**config.mk**
```make
export PLATFORM = sky130hd
export DESIGN_NAME = npci_cell
export DESIGN_NICKNAME = d
export VERILOG_FILES = /design/src/rtl/npci_pkg.sv /design/src/rtl/npci_cell.sv
export SDC_FILE = /design/constraint.sdc
export NUM_CORES = 1
export LEC_CHECK = 0
export ABC_AREA = 1
export CORE_MARGIN = 10
export CORE_UTILIZATION = 45
export CTS_BUF_LIST = sky130_fd_sc_hd__clkbuf_8
export CTS_CLUSTER_SIZE = 8
export DETAILED_ROUTE_END_ITERATION = 16
export DONT_BUFFER_PORTS = 1
export SETUP_SLACK_MARGIN = 0.1
export SYNTH_ARGS = -nofsm -noshare
export SYNTH_HDL_FRONTEND = slang
export SYNTH_SLANG_ARGS = --single-unit
```
**constraint.sdc**
```tcl
create_clock -name clk -period 1.1 [get_ports clk]
set_clock_uncertainty 0.05 [all_clocks]
set_input_delay 0.11 -clock clk [delete_from_list [all_inputs] [get_ports clk]]
set_output_delay 0.11 -clock clk [all_outputs]
set_load 0.05 [all_outputs]
```
**src/rtl/npci_pkg.sv**
```systemverilog
// Shared types, palette and square function for the nearest palette colour index block.
package npci_pkg;

	// Widths fixed by the colour format.
	localparam int CHAN_W  = 8;
	localparam int INDEX_W = 8;
	localparam int DIST_W  = 18;
	localparam int TABLE_SIZE = 256;

	// Larger than any real distance, so the first searched entry always wins.
	localparam logic [DIST_W-1:0] DIST_MAX = {DIST_W{1'b1}};

	// One link of the compare chain: a request in flight and its best match so far.
	typedef struct packed {
		logic                        valid;
		logic                        empty;
		logic [3*CHAN_W-1:0]         chan;
		logic [INDEX_W-1:0]          best_idx;
		logic [DIST_W-1:0]           best_dist;
	} npci_link_t;

	// Square of one byte difference, kept to its low 16 bits.
	function automatic logic [2*CHAN_W-1:0] sq_entry(input int unsigned v);
		int unsigned p;
		p = v * v;
		return p[2*CHAN_W-1:0];
	endfunction

	// Fixed default palette; byte 3 of each entry takes no part in the distance.
	localparam logic [31:0] PALETTE [TABLE_SIZE] = '{
		32'h00000000, 32'hffffffff, 32'hffccffff, 32'hff99ffff, 32'hff66ffff, 32'hff33ffff,
		32'hff00ffff, 32'hffffccff, 32'hffccccff, 32'hff99ccff, 32'hff66ccff, 32'hff33ccff,
		32'hff00ccff, 32'hffff99ff, 32'hffcc99ff, 32'hff9999ff, 32'hff6699ff, 32'hff3399ff,
		32'hff0099ff, 32'hffff66ff, 32'hffcc66ff, 32'hff9966ff, 32'hff6666ff, 32'hff3366ff,
		32'hff0066ff, 32'hffff33ff, 32'hffcc33ff, 32'hff9933ff, 32'hff6633ff, 32'hff3333ff,
		32'hff0033ff, 32'hffff00ff, 32'hffcc00ff, 32'hff9900ff, 32'hff6600ff, 32'hff3300ff,
		32'hff0000ff, 32'hffffffcc, 32'hffccffcc, 32'hff99ffcc, 32'hff66ffcc, 32'hff33ffcc,
		32'hff00ffcc, 32'hffffcccc, 32'hffcccccc, 32'hff99cccc, 32'hff66cccc, 32'hff33cccc,
		32'hff00cccc, 32'hffff99cc, 32'hffcc99cc, 32'hff9999cc, 32'hff6699cc, 32'hff3399cc,
		32'hff0099cc, 32'hffff66cc, 32'hffcc66cc, 32'hff9966cc, 32'hff6666cc, 32'hff3366cc,
		32'hff0066cc, 32'hffff33cc, 32'hffcc33cc, 32'hff9933cc, 32'hff6633cc, 32'hff3333cc,
		32'hff0033cc, 32'hffff00cc, 32'hffcc00cc, 32'hff9900cc, 32'hff6600cc, 32'hff3300cc,
		32'hff0000cc, 32'hffffff99, 32'hffccff99, 32'hff99ff99, 32'hff66ff99, 32'hff33ff99,
		32'hff00ff99, 32'hffffcc99, 32'hffcccc99, 32'hff99cc99, 32'hff66cc99, 32'hff33cc99,
		32'hff00cc99, 32'hffff9999, 32'hffcc9999, 32'hff999999, 32'hff669999, 32'hff339999,
		32'hff009999, 32'hffff6699, 32'hffcc6699, 32'hff996699, 32'hff666699, 32'hff336699,
		32'hff006699, 32'hffff3399, 32'hffcc3399, 32'hff993399, 32'hff663399, 32'hff333399,
		32'hff003399, 32'hffff0099, 32'hffcc0099, 32'hff990099, 32'hff660099, 32'hff330099,
		32'hff000099, 32'hffffff66, 32'hffccff66, 32'hff99ff66, 32'hff66ff66, 32'hff33ff66,
		32'hff00ff66, 32'hffffcc66, 32'hffcccc66, 32'hff99cc66, 32'hff66cc66, 32'hff33cc66,
		32'hff00cc66, 32'hffff9966, 32'hffcc9966, 32'hff999966, 32'hff669966, 32'hff339966,
		32'hff009966, 32'hffff6666, 32'hffcc6666, 32'hff996666, 32'hff666666, 32'hff336666,
		32'hff006666, 32'hffff3366, 32'hffcc3366, 32'hff993366, 32'hff663366, 32'hff333366,
		32'hff003366, 32'hffff0066, 32'hffcc0066, 32'hff990066, 32'hff660066, 32'hff330066,
		32'hff000066, 32'hffffff33, 32'hffccff33, 32'hff99ff33, 32'hff66ff33, 32'hff33ff33,
		32'hff00ff33, 32'hffffcc33, 32'hffcccc33, 32'hff99cc33, 32'hff66cc33, 32'hff33cc33,
		32'hff00cc33, 32'hffff9933, 32'hffcc9933, 32'hff999933, 32'hff669933, 32'hff339933,
		32'hff009933, 32'hffff6633, 32'hffcc6633, 32'hff996633, 32'hff666633, 32'hff336633,
		32'hff006633, 32'hffff3333, 32'hffcc3333, 32'hff993333, 32'hff663333, 32'hff333333,
		32'hff003333, 32'hffff0033, 32'hffcc0033, 32'hff990033, 32'hff660033, 32'hff330033,
		32'hff000033, 32'hffffff00, 32'hffccff00, 32'hff99ff00, 32'hff66ff00, 32'hff33ff00,
		32'hff00ff00, 32'hffffcc00, 32'hffcccc00, 32'hff99cc00, 32'hff66cc00, 32'hff33cc00,
		32'hff00cc00, 32'hffff9900, 32'hffcc9900, 32'hff999900, 32'hff669900, 32'hff339900,
		32'hff009900, 32'hffff6600, 32'hffcc6600, 32'hff996600, 32'hff666600, 32'hff336600,
		32'hff006600, 32'hffff3300, 32'hffcc3300, 32'hff993300, 32'hff663300, 32'hff333300,
		32'hff003300, 32'hffff0000, 32'hffcc0000, 32'hff990000, 32'hff660000, 32'hff330000,
		32'hff0000ee, 32'hff0000dd, 32'hff0000bb, 32'hff0000aa, 32'hff000088, 32'hff000077,
		32'hff000055, 32'hff000044, 32'hff000022, 32'hff000011, 32'hff00ee00, 32'hff00dd00,
		32'hff00bb00, 32'hff00aa00, 32'hff008800, 32'hff007700, 32'hff005500, 32'hff004400,
		32'hff002200, 32'hff001100, 32'hffee0000, 32'hffdd0000, 32'hffbb0000, 32'hffaa0000,
		32'hff880000, 32'hff770000, 32'hff550000, 32'hff440000, 32'hff220000, 32'hff110000,
		32'hffeeeeee, 32'hffdddddd, 32'hffbbbbbb, 32'hffaaaaaa, 32'hff888888, 32'hff777777,
		32'hff555555, 32'hff444444, 32'hff222222, 32'hff111111
	};

endpackage

```
**src/rtl/npci_cell.sv**
```systemverilog
// One compare cell: holds a palette entry and updates the best match of the passing request.
module npci_cell
	import npci_pkg::*;
#(
	parameter int CELL_INDEX = 1
) (
	input  logic       clk,
	input  logic       arst_n,
	input  logic       advance,
	input  npci_link_t link_in,
	output npci_link_t link_q
);

	localparam logic [31:0]        ENTRY = PALETTE[CELL_INDEX];
	localparam logic [INDEX_W-1:0] MY_INDEX = INDEX_W'(CELL_INDEX);

	logic [CHAN_W-1:0]   diff [3];
	logic [2*CHAN_W-1:0] sq   [3];
	logic [DIST_W-1:0]   cand_dist;
	logic                better;
	npci_link_t          link_d;

	// Absolute channel differences and their squares.
	always_comb begin
		for (int c = 0; c < 3; c++) begin
			logic [CHAN_W-1:0] a;
			logic [CHAN_W-1:0] b;
			a = link_in.chan[c*CHAN_W +: CHAN_W];
			b = ENTRY[c*CHAN_W +: CHAN_W];
			diff[c] = (a >= b) ? (a - b) : (b - a);
			sq[c] = sq_entry(int'(diff[c]));
		end
	end

	// Squared distance; only a strictly nearer entry takes over, so lower indices win ties.
	assign cand_dist = DIST_W'(sq[0]) + DIST_W'(sq[1]) + DIST_W'(sq[2]);
	assign better = !link_in.empty && (cand_dist < link_in.best_dist);

	always_comb begin
		link_d = link_in;
		if (better) begin
			link_d.best_idx  = MY_INDEX;
			link_d.best_dist = cand_dist;
		end
	end

	// Hand the request on to the next cell whenever the chain moves.
	always_ff @(posedge clk or negedge arst_n) begin
		if (!arst_n) begin
			link_q <= '0;
		end else if (advance) begin
			link_q <= link_d;
		end
	end

endmodule

```
After elaboration in Yosys (flattened, before gate mapping)
Cells that the tools add are included.
{ "totals": {"ff_bits": 52} }
{ "op_classes": {"n_addsub": 8, "n_mul": 3, "n_lt_le_gt_ge": 4, "muxes": 4, "reduce_logical": 2} }
{ "ops": {"columns": ["op", "count"], "rows": [
  ["multiplier 8 x 8 -> 16 bit", 3],
  ["two-way mux 26 bit", 1],
  [">= comparator 8 bit, second input constant", 3],
  ["two-way mux 8 bit", 3],
  ["subtractor 8 bit, first input constant", 3],
  ["subtractor 8 bit, second input constant", 3],
  ["adder 17 x 16 -> 18 bit", 1],
  ["< comparator 18 bit", 1],
  ["adder 16 x 16 -> 17 bit", 1],
  ["logical AND 1 bit", 1],
  ["logical NOT 1 bit", 1]
]} }

Depth between registers and ports, before layout
Gate-level depths: netlist of the first run.
{ "depth": {"word_depth": 8, "ltp_mapped": 45, "depth_no_buf": 44} }

Worst setup path before layout of the first run
OpenSTA, ideal clock, no wires.
{ "synth_path": {"path_kind": "input -> register", "start": "input link_in[34] in the netlist's numbering", "end": "register link_q[10] in the netlist's numbering", "setup_ps": 118, "arrival_ps": 6827, "setup_slack_ps": -5895, "cell_stages": 37, "path_buffers": 2, "cell_sequence": "buf_2 -> inv_1 -> ha_1 -> inv_1 -> o21ai_1 -> inv_1 -> nor2_1 -> fa_1 -> fa_1 -> fa_1 -> fa_1 -> fa_1 -> fa_1 -> inv_1 -> fa_1 -> inv_1 -> ha_1 -> nand2_1 -> nor2_1 -> nand2_1 -> nand3_1 -> nand2_1 -> nand2_1 -> nand2_1 -> nand2_1 -> inv_1 -> ha_1 -> nand2_1 -> inv_1 -> nand3_1 -> nor2_1 -> nand2_1 -> nand2_2 -> buf_4 -> nand2_1 -> nand3_1 -> nand2_1"} }
{ "synth_via": {"elab_chain_len": 8, "word_cells_on_any_way": 10, "classes_between": "add/sub (4); mul (1); order compare (2); mux (2); reduce/logical (1)"} }
{ "synth_rtl": {"columns": ["item", "line", "text"], "rows": [
  ["start: declaration", "npci_cell.sv:10", "input npci_link_t link_in,"],
  ["subtractor 8 bit or >= comparator 8 bit (tied branches)", "npci_cell.sv:30", "diff[c] = (a >= b) ? (a - b) : (b - a);"],
  ["two-way mux 8 bit (*)", "npci_cell.sv:30", null],
  ["multiplier 8 x 8 -> 16 bit (*)", "npci_pkg.sv:25", "p = v * v;"],
  ["adder 16 x 16 -> 17 bit (*)", "npci_cell.sv:36", "assign cand_dist = DIST_W'(sq[0]) + DIST_W'(sq[1]) + DIST_W'(sq[2]);"],
  ["adder 17 x 16 -> 18 bit (*)", "npci_cell.sv:36", null],
  ["< comparator 18 bit", "npci_cell.sv:37", "assign better = !link_in.empty && (cand_dist < link_in.best_dist);"],
  ["logical AND 1 bit", "npci_cell.sv:37", null],
  ["two-way mux 26 bit (*)", "npci_cell.sv:41", "if (better) begin"],
  ["end signal: assignment", "npci_cell.sv:52", "link_q <= link_d;"],
  ["end: declaration", "npci_cell.sv:11", "output npci_link_t link_q"]
]} }
Mark *: on every way between the ends. The rest lies on a longest branch, timed or not.
A chain may end at the register's enable or synchronous reset.

Worst setup path in the final report of the first run
{ "layout_path": {"start": "input link_in[46] in the netlist's numbering", "end": "register link_q[5] in the netlist's numbering"} }
{ "layout_via": {"elab_chain_len": 7, "word_cells_on_any_way": 9, "classes_between": "add/sub (3); mul (1); order compare (2); mux (2); reduce/logical (1)"} }
{ "layout_rtl": {"columns": ["item", "line"], "rows": [
  ["subtractor 8 bit or >= comparator 8 bit (tied branches)", "npci_cell.sv:30"],
  ["two-way mux 8 bit (*)", "npci_cell.sv:30"],
  ["multiplier 8 x 8 -> 16 bit (*)", "npci_pkg.sv:25"],
  ["adder 17 x 16 -> 18 bit (*)", "npci_cell.sv:36"],
  ["< comparator 18 bit", "npci_cell.sv:37"],
  ["logical AND 1 bit", "npci_cell.sv:37"],
  ["two-way mux 26 bit (*)", "npci_cell.sv:41"]
]} }
Marks and branches as above.

==> impl_metrics.tcl, run 1 <==
set metrics [dict create \
    cts_tree "yes" \
    clock_sinks 52 \
    synth_nets 1392 \
    numCtsBuffers 5 \
    crit_path_start_kind "input port" \
    setup_violations 27 \
    core-area_um2 18800 \
    wl_per_cell_um 14.5 \
    critPathMostFrequentCell "fa_1" \
    whs_ns -0.590 \
    wirelength_um 23000 \
    die-area_um2 25200 \
    htree_levels 2 \
    r2r_setup_slack_ns 0.22 \
    crit_path_end_kind "flop" \
    gp_congestion 0.920 \
    route.detailed.drc 0 \
    seq_area_frac_synth_pct 15.0 \
    vias_per_cell 4.66 \
    tightest_slew_ns 0.294 \
    drv_slew 0 \
    synth_area_leaders "fa_1, dfrtp_1, ha_1" \
    use_met2_pct 30.5 \
    cts_buffer_depth 2 \
    fmax_mhz 151 \
    grt.overflow.total 0 \
    firstDrtPassIters 5 \
    min_path_type "input port to asynchronous set/reset pin" \
    track_usage_pct 18.3 \
    reg2reg_depth 4 \
    rows 50 \
    cpPeakStageDelay_ns 0.56 \
    cp.arrival_ns 6.81 \
    hpwl_um 18400 \
    synthArstFlopShare_pct 100 \
    hold_violations 87 \
    cp_slowest_cell "fa_1" \
    rsz0062_at_grt "yes" \
    met1_usage_pct 23.8 \
    antenna_cells 0 \
    largest_reg_flops 52 \
    setup_slack_ns -5.51 \
    syn_avg_cell_area_um2 7.87 \
    start_util_pct 46.0 \
    nets 1620 \
    die_x_um 159 \
    ant_nets 0 \
    regMostFlops "link_q" \
    critPathKind "input port to flop" \
    synth_commonest_cells "inv_1, nand2_1, fa_1" \
    grt.busiest_layer "met2" \
    yosysTopAreaCellShare_pct 30.5 \
    path_clk_slew_ns 0.11 \
    drv_cap 0 \
    synth_area_um2 8660 \
    root_buffer "clkbuf_8" \
    synth_area_leader_cell "fa_1" \
    min_period_ns 6.61 \
    largestRegisters "link_q: 52 flops" \
    cp_max_fo 7 \
    yosys.cell_count.top_type "inv_1" \
    grt_util_met3_pct 3.41 \
    synthCells 1101 \
    slew_headroom_pct 80.4 \
    io_buffers 0 \
    synth-edff-count 0 \
    violations "negative hold slack, negative setup slack" \
    vias 7417 \
    final.period_utilization_pct 601 \
    ys_ff_latch 52 \
    die_h_um 159 \
    io_pins 107 \
    area_delta_synth_final_pct 39.6 \
    synth_top_flop_cell "dfrtp_1" \
    grt_start_max_net_pins 53 \
    grt_pass1_vias 7821 \
    worstPathRequired_ns 1.30 \
    grt_pass1_wl_um 38100 \
    antenna_found_initial 0 \
    clk_latency_ns 0.34 \
    postCtsHoldBufs 20 \
    status "finished, violations left" \
    synth_cell_types 34 \
    yosys_warnings 0 \
    drt_iter0_drc 338 \
    dp_slack_ns -6.00 \
    drive_gt1_share_pct 31.6 \
]
[cells in the final DEF (no fill, tap or decap), drive strengths merged]
master,n
nand2,266
and2,2
fa,132
ha,104
nor4,1
inv,308
xnor2,4
buf,223
clkinv,1
or2,3
nand3,59
nor2,84
nand3b,5
a21oi,14
a21o,3
xor2,7
dfrtp,52
o21bai,1
o21ai,24
nor3,1
clkbuf,6
clkinvlp,2
dlygate4sd3,20
nand4,8
[layout make-up]
cell class              count  area (um2)
flip-flops and latches     52        1300
inverters                 308        1190
clock inverters             3        27.5
well taps                 260         325
multi-input cells         718        6960
fillers                  1582        6740
clock buffers               5        68.8
repair buffers            244        2220
[routing by layer]
| layer | routed length, um | share of wire [%] |
|---|---|---|
| met5 | 0 | 0 |
| met4 | 399 | 1.7 |
| met3 | 1190 | 5.2 |
| met2 | 11200 | 49 |
| met1 | 10200 | 44 |
[metrics by stage]
step           cell area, um2  TNS, ns  hold slack, ns  std cells  utilization [%]
6_report                12100  -142.56          -0.590       1590             64.2
5_1_grt                 12100  -149.87          -0.609       1590             64.2
4_1_cts                 11500  -140.43          -0.607       1564             61.3
3_5_place_dp            10400  -155.19          -0.228       1499             55.1
3_3_place_gp            10400  -153.59          -0.229       1499             55.1
2_1_floorplan            8920  -142.36          -0.236       1101                -
[cell families (layout without fill, tap and decap cells)]
| group | Yosys count | after routing | synth area share (%) |
|---|---|---|---|
| xor+xnor | 11 | 11 | 1.11 |
| buf+inv | 334 | 560 | 14.9 |
| fa+ha+maj | 236 | 236 | 45.5 |
| flops | 52 | 52 | 15.0 |
| simple gates | 426 | 429 | 20.8 |
| compound gates | 42 | 42 | 2.67 |
[final timing paths]
| path | to | startpoint |
|---|---|---|
| max in group asynchronous | link_q[33] | arst_n |
| setup reg to reg | link_q[41] | link_q[41] |
| setup / recovery | link_q[5] | link_in[46] |
| hold / removal | link_q[38] | arst_n |
| min in group clk | link_q[25] | advance |
| hold reg to reg | link_q[33] | link_q[33] |
[timing repair]
action	in CTS	in global routing
pin swaps	49	58
setup buffers	34	24
hold endpoints to repair	91	87
endpoints found under the setup margin	78	78
gates cloned	3	2
gates resized for setup	128	82
[critical path, delay by kind of cell]
| kind | cells | cell delay (ns) |
|---|---|---|
| AO/OA/AOI/OAI | 2 | 0.26 |
| adder cells (fa/ha/maj) | 9 | 4.12 |
| AND/OR/NAND/NOR | 17 | 1.45 |
| buffers and inverters | 12 | 0.87 |
Power of run 1 is not shown: default switching activity piles up to over one toggle a cycle in this logic, so the estimate is an artifact.
==> run 2, diff against run 1 <==
--- a/config.mk
+++ b/config.mk
@@ -13,6 +13,7 @@
 export DETAILED_ROUTE_END_ITERATION = 16
 export DONT_BUFFER_PORTS = 1
 export SETUP_SLACK_MARGIN = 0.1
+export SKIP_LAST_GASP = 1
 export SYNTH_ARGS = -nofsm -noshare
 export SYNTH_HDL_FRONTEND = slang
 export SYNTH_SLANG_ARGS = --single-unit
==> run 2 against run 1 <==
Net effect: the flow still finishes with violations (negative hold slack, negative setup slack); die area did not move; utilization fell by 0.19 points; first-iteration DRC count fell by 5.9%; hold slack improved by 0.0032 ns; non-clock buffer count did not move; maximum frequency barely moved; register-to-register slack barely moved; critical path depth did not move; largest cell class unchanged.
==> impl_metrics.tcl, run 2 (synthesis results as in run 1) <==
set metrics [dict create \
    hold_violations 87 \
    area_delta_synth_final_pct 39.2 \
    violations "negative hold slack, negative setup slack" \
    grt_util_met3_pct 3.41 \
    slew_headroom_pct 80.5 \
    antenna_cells 0 \
    wirelength_um 23000 \
    vias 7413 \
    grt_start_max_net_pins 53 \
    postCtsHoldBufs 20 \
    root_buffer "clkbuf_8" \
    status "finished, violations left" \
    rows 50 \
    largestRegisters "link_q: 52 flops" \
    core-area_um2 18800 \
    fillCellCount 1591 \
    crit_path_end_kind "flop" \
    grt.busiest_layer "met2" \
    io_buffers 0 \
    vias_per_cell 4.66 \
    setup_slack_ns -5.51 \
    path_clk_slew_ns 0.11 \
    fmax_mhz 151 \
    critPathKind "input port to flop" \
    cpPeakStageDelay_ns 0.56 \
    met1_usage_pct 23.8 \
    critPathMostFrequentCell "fa_1" \
    antenna_found_initial 0 \
    cts_buffer_depth 2 \
    layout_common_cells "inv_1, nand2_1, buf_4" \
    wl_per_cell_um 14.5 \
    worstPathRequired_ns 1.30 \
    grt.overflow.total 0 \
    rsz0062_at_grt "yes" \
    start_util_pct 46.0 \
    cp_max_fo 7 \
    route.detailed.drc 0 \
    whs_ns -0.587 \
    layout.cells.most_common "inv_1" \
    drive_gt1_share_pct 31.1 \
    track_usage_pct 18.3 \
    htree_levels 2 \
    clk_latency_ns 0.34 \
    min_period_ns 6.61 \
    die_x_um 159 \
    io_pins 107 \
    final-instance-count-excl-fill 1590 \
    cp.arrival_ns 6.81 \
    grt_pass1_wl_um 38100 \
    hpwl_um 18400 \
    min_path_type "input port to asynchronous set/reset pin" \
    cp_slowest_cell "fa_1" \
    drv_slew 0 \
    final.period_utilization_pct 601 \
    regMostFlops "link_q" \
    die-area_um2 25200 \
    die_h_um 159 \
    gp_congestion 0.920 \
    cts_tree "yes" \
    clock_sinks 52 \
    firstDrtPassIters 5 \
    largest_reg_flops 52 \
    numCtsBuffers 5 \
    crit_path_start_kind "input port" \
    use_met2_pct 30.5 \
    grt_pass1_vias 7821 \
    tightest_slew_ns 0.291 \
    nets 1620 \
    drt_iter0_drc 318 \
    placed_cells 1499 \
    drv_cap 0 \
    ant_nets 0 \
    setup_violations 27 \
]
## run 2: path summary, 6_finish.rpt
check                             from         end  slack, ns  cells after the start
max in group asynchronous       arst_n  link_q[33]       1.46                      0
setup reg to reg            link_q[41]  link_q[41]       0.22                      4
setup / recovery           link_in[46]   link_q[5]      -5.51                     40
hold / removal                  arst_n  link_q[37]      -0.59                      0
min in group clk               advance  link_q[20]      -0.17                      2
hold reg to reg             link_q[33]  link_q[33]       0.45                      2
## run 2: per-layer routing
layer | vias up | part of all wire (%)
met5 | - | 0
met4 | 0 | 1.7
met3 | 24 | 5.0
met2 | 147 | 49
met1 | 3569 | 45
li1 | 3673 | -
## run 2: final cells by class
cell class	count	area [um2]	area share [%]
flip-flops and latches	52	1300	10.8
multi-input cells	718	6920	57.4
clock buffers	5	68.8	0.571
repair buffers	244	2220	18.4
clock inverters	3	27.5	0.228
well taps	260	325	2.70
inverters	308	1190	9.85
## run 2: worst max-delay path: cells and delay by family
kind,cells,cell delay [ns]
AOI/OAI and AO/OA,2,0.26
buffers and inverters,12,0.86
adders and majority gates,9,4.12
and+or+nand+nor,17,1.46
## run 2: through the flow
step           utilization (%)  setup slack, ns  hold slack (ns)  setup TNS, ns  instance area, um2
2_1_floorplan                -            -5.50           -0.236        -142.36                8920
4_1_cts                   61.3            -5.42           -0.607        -140.43               11500
5_1_grt                   64.0            -5.81           -0.609        -149.87               12100
6_report                  64.0            -5.51           -0.587        -142.58               12100
3_3_place_gp              55.1            -5.95           -0.229        -153.59               10400
3_5_place_dp              55.1            -6.00           -0.228        -155.19               10400
## run 2: timing repair
action | CTS | global route
hold endpoints to repair | 91 | 87
pin swaps | 49 | 58
gates resized for setup | 128 | 75
cloned | 3 | 2
endpoints found under the setup margin | 78 | 78
buffers inserted | 34 | 24
Power of run 2 is left out for the same reason.
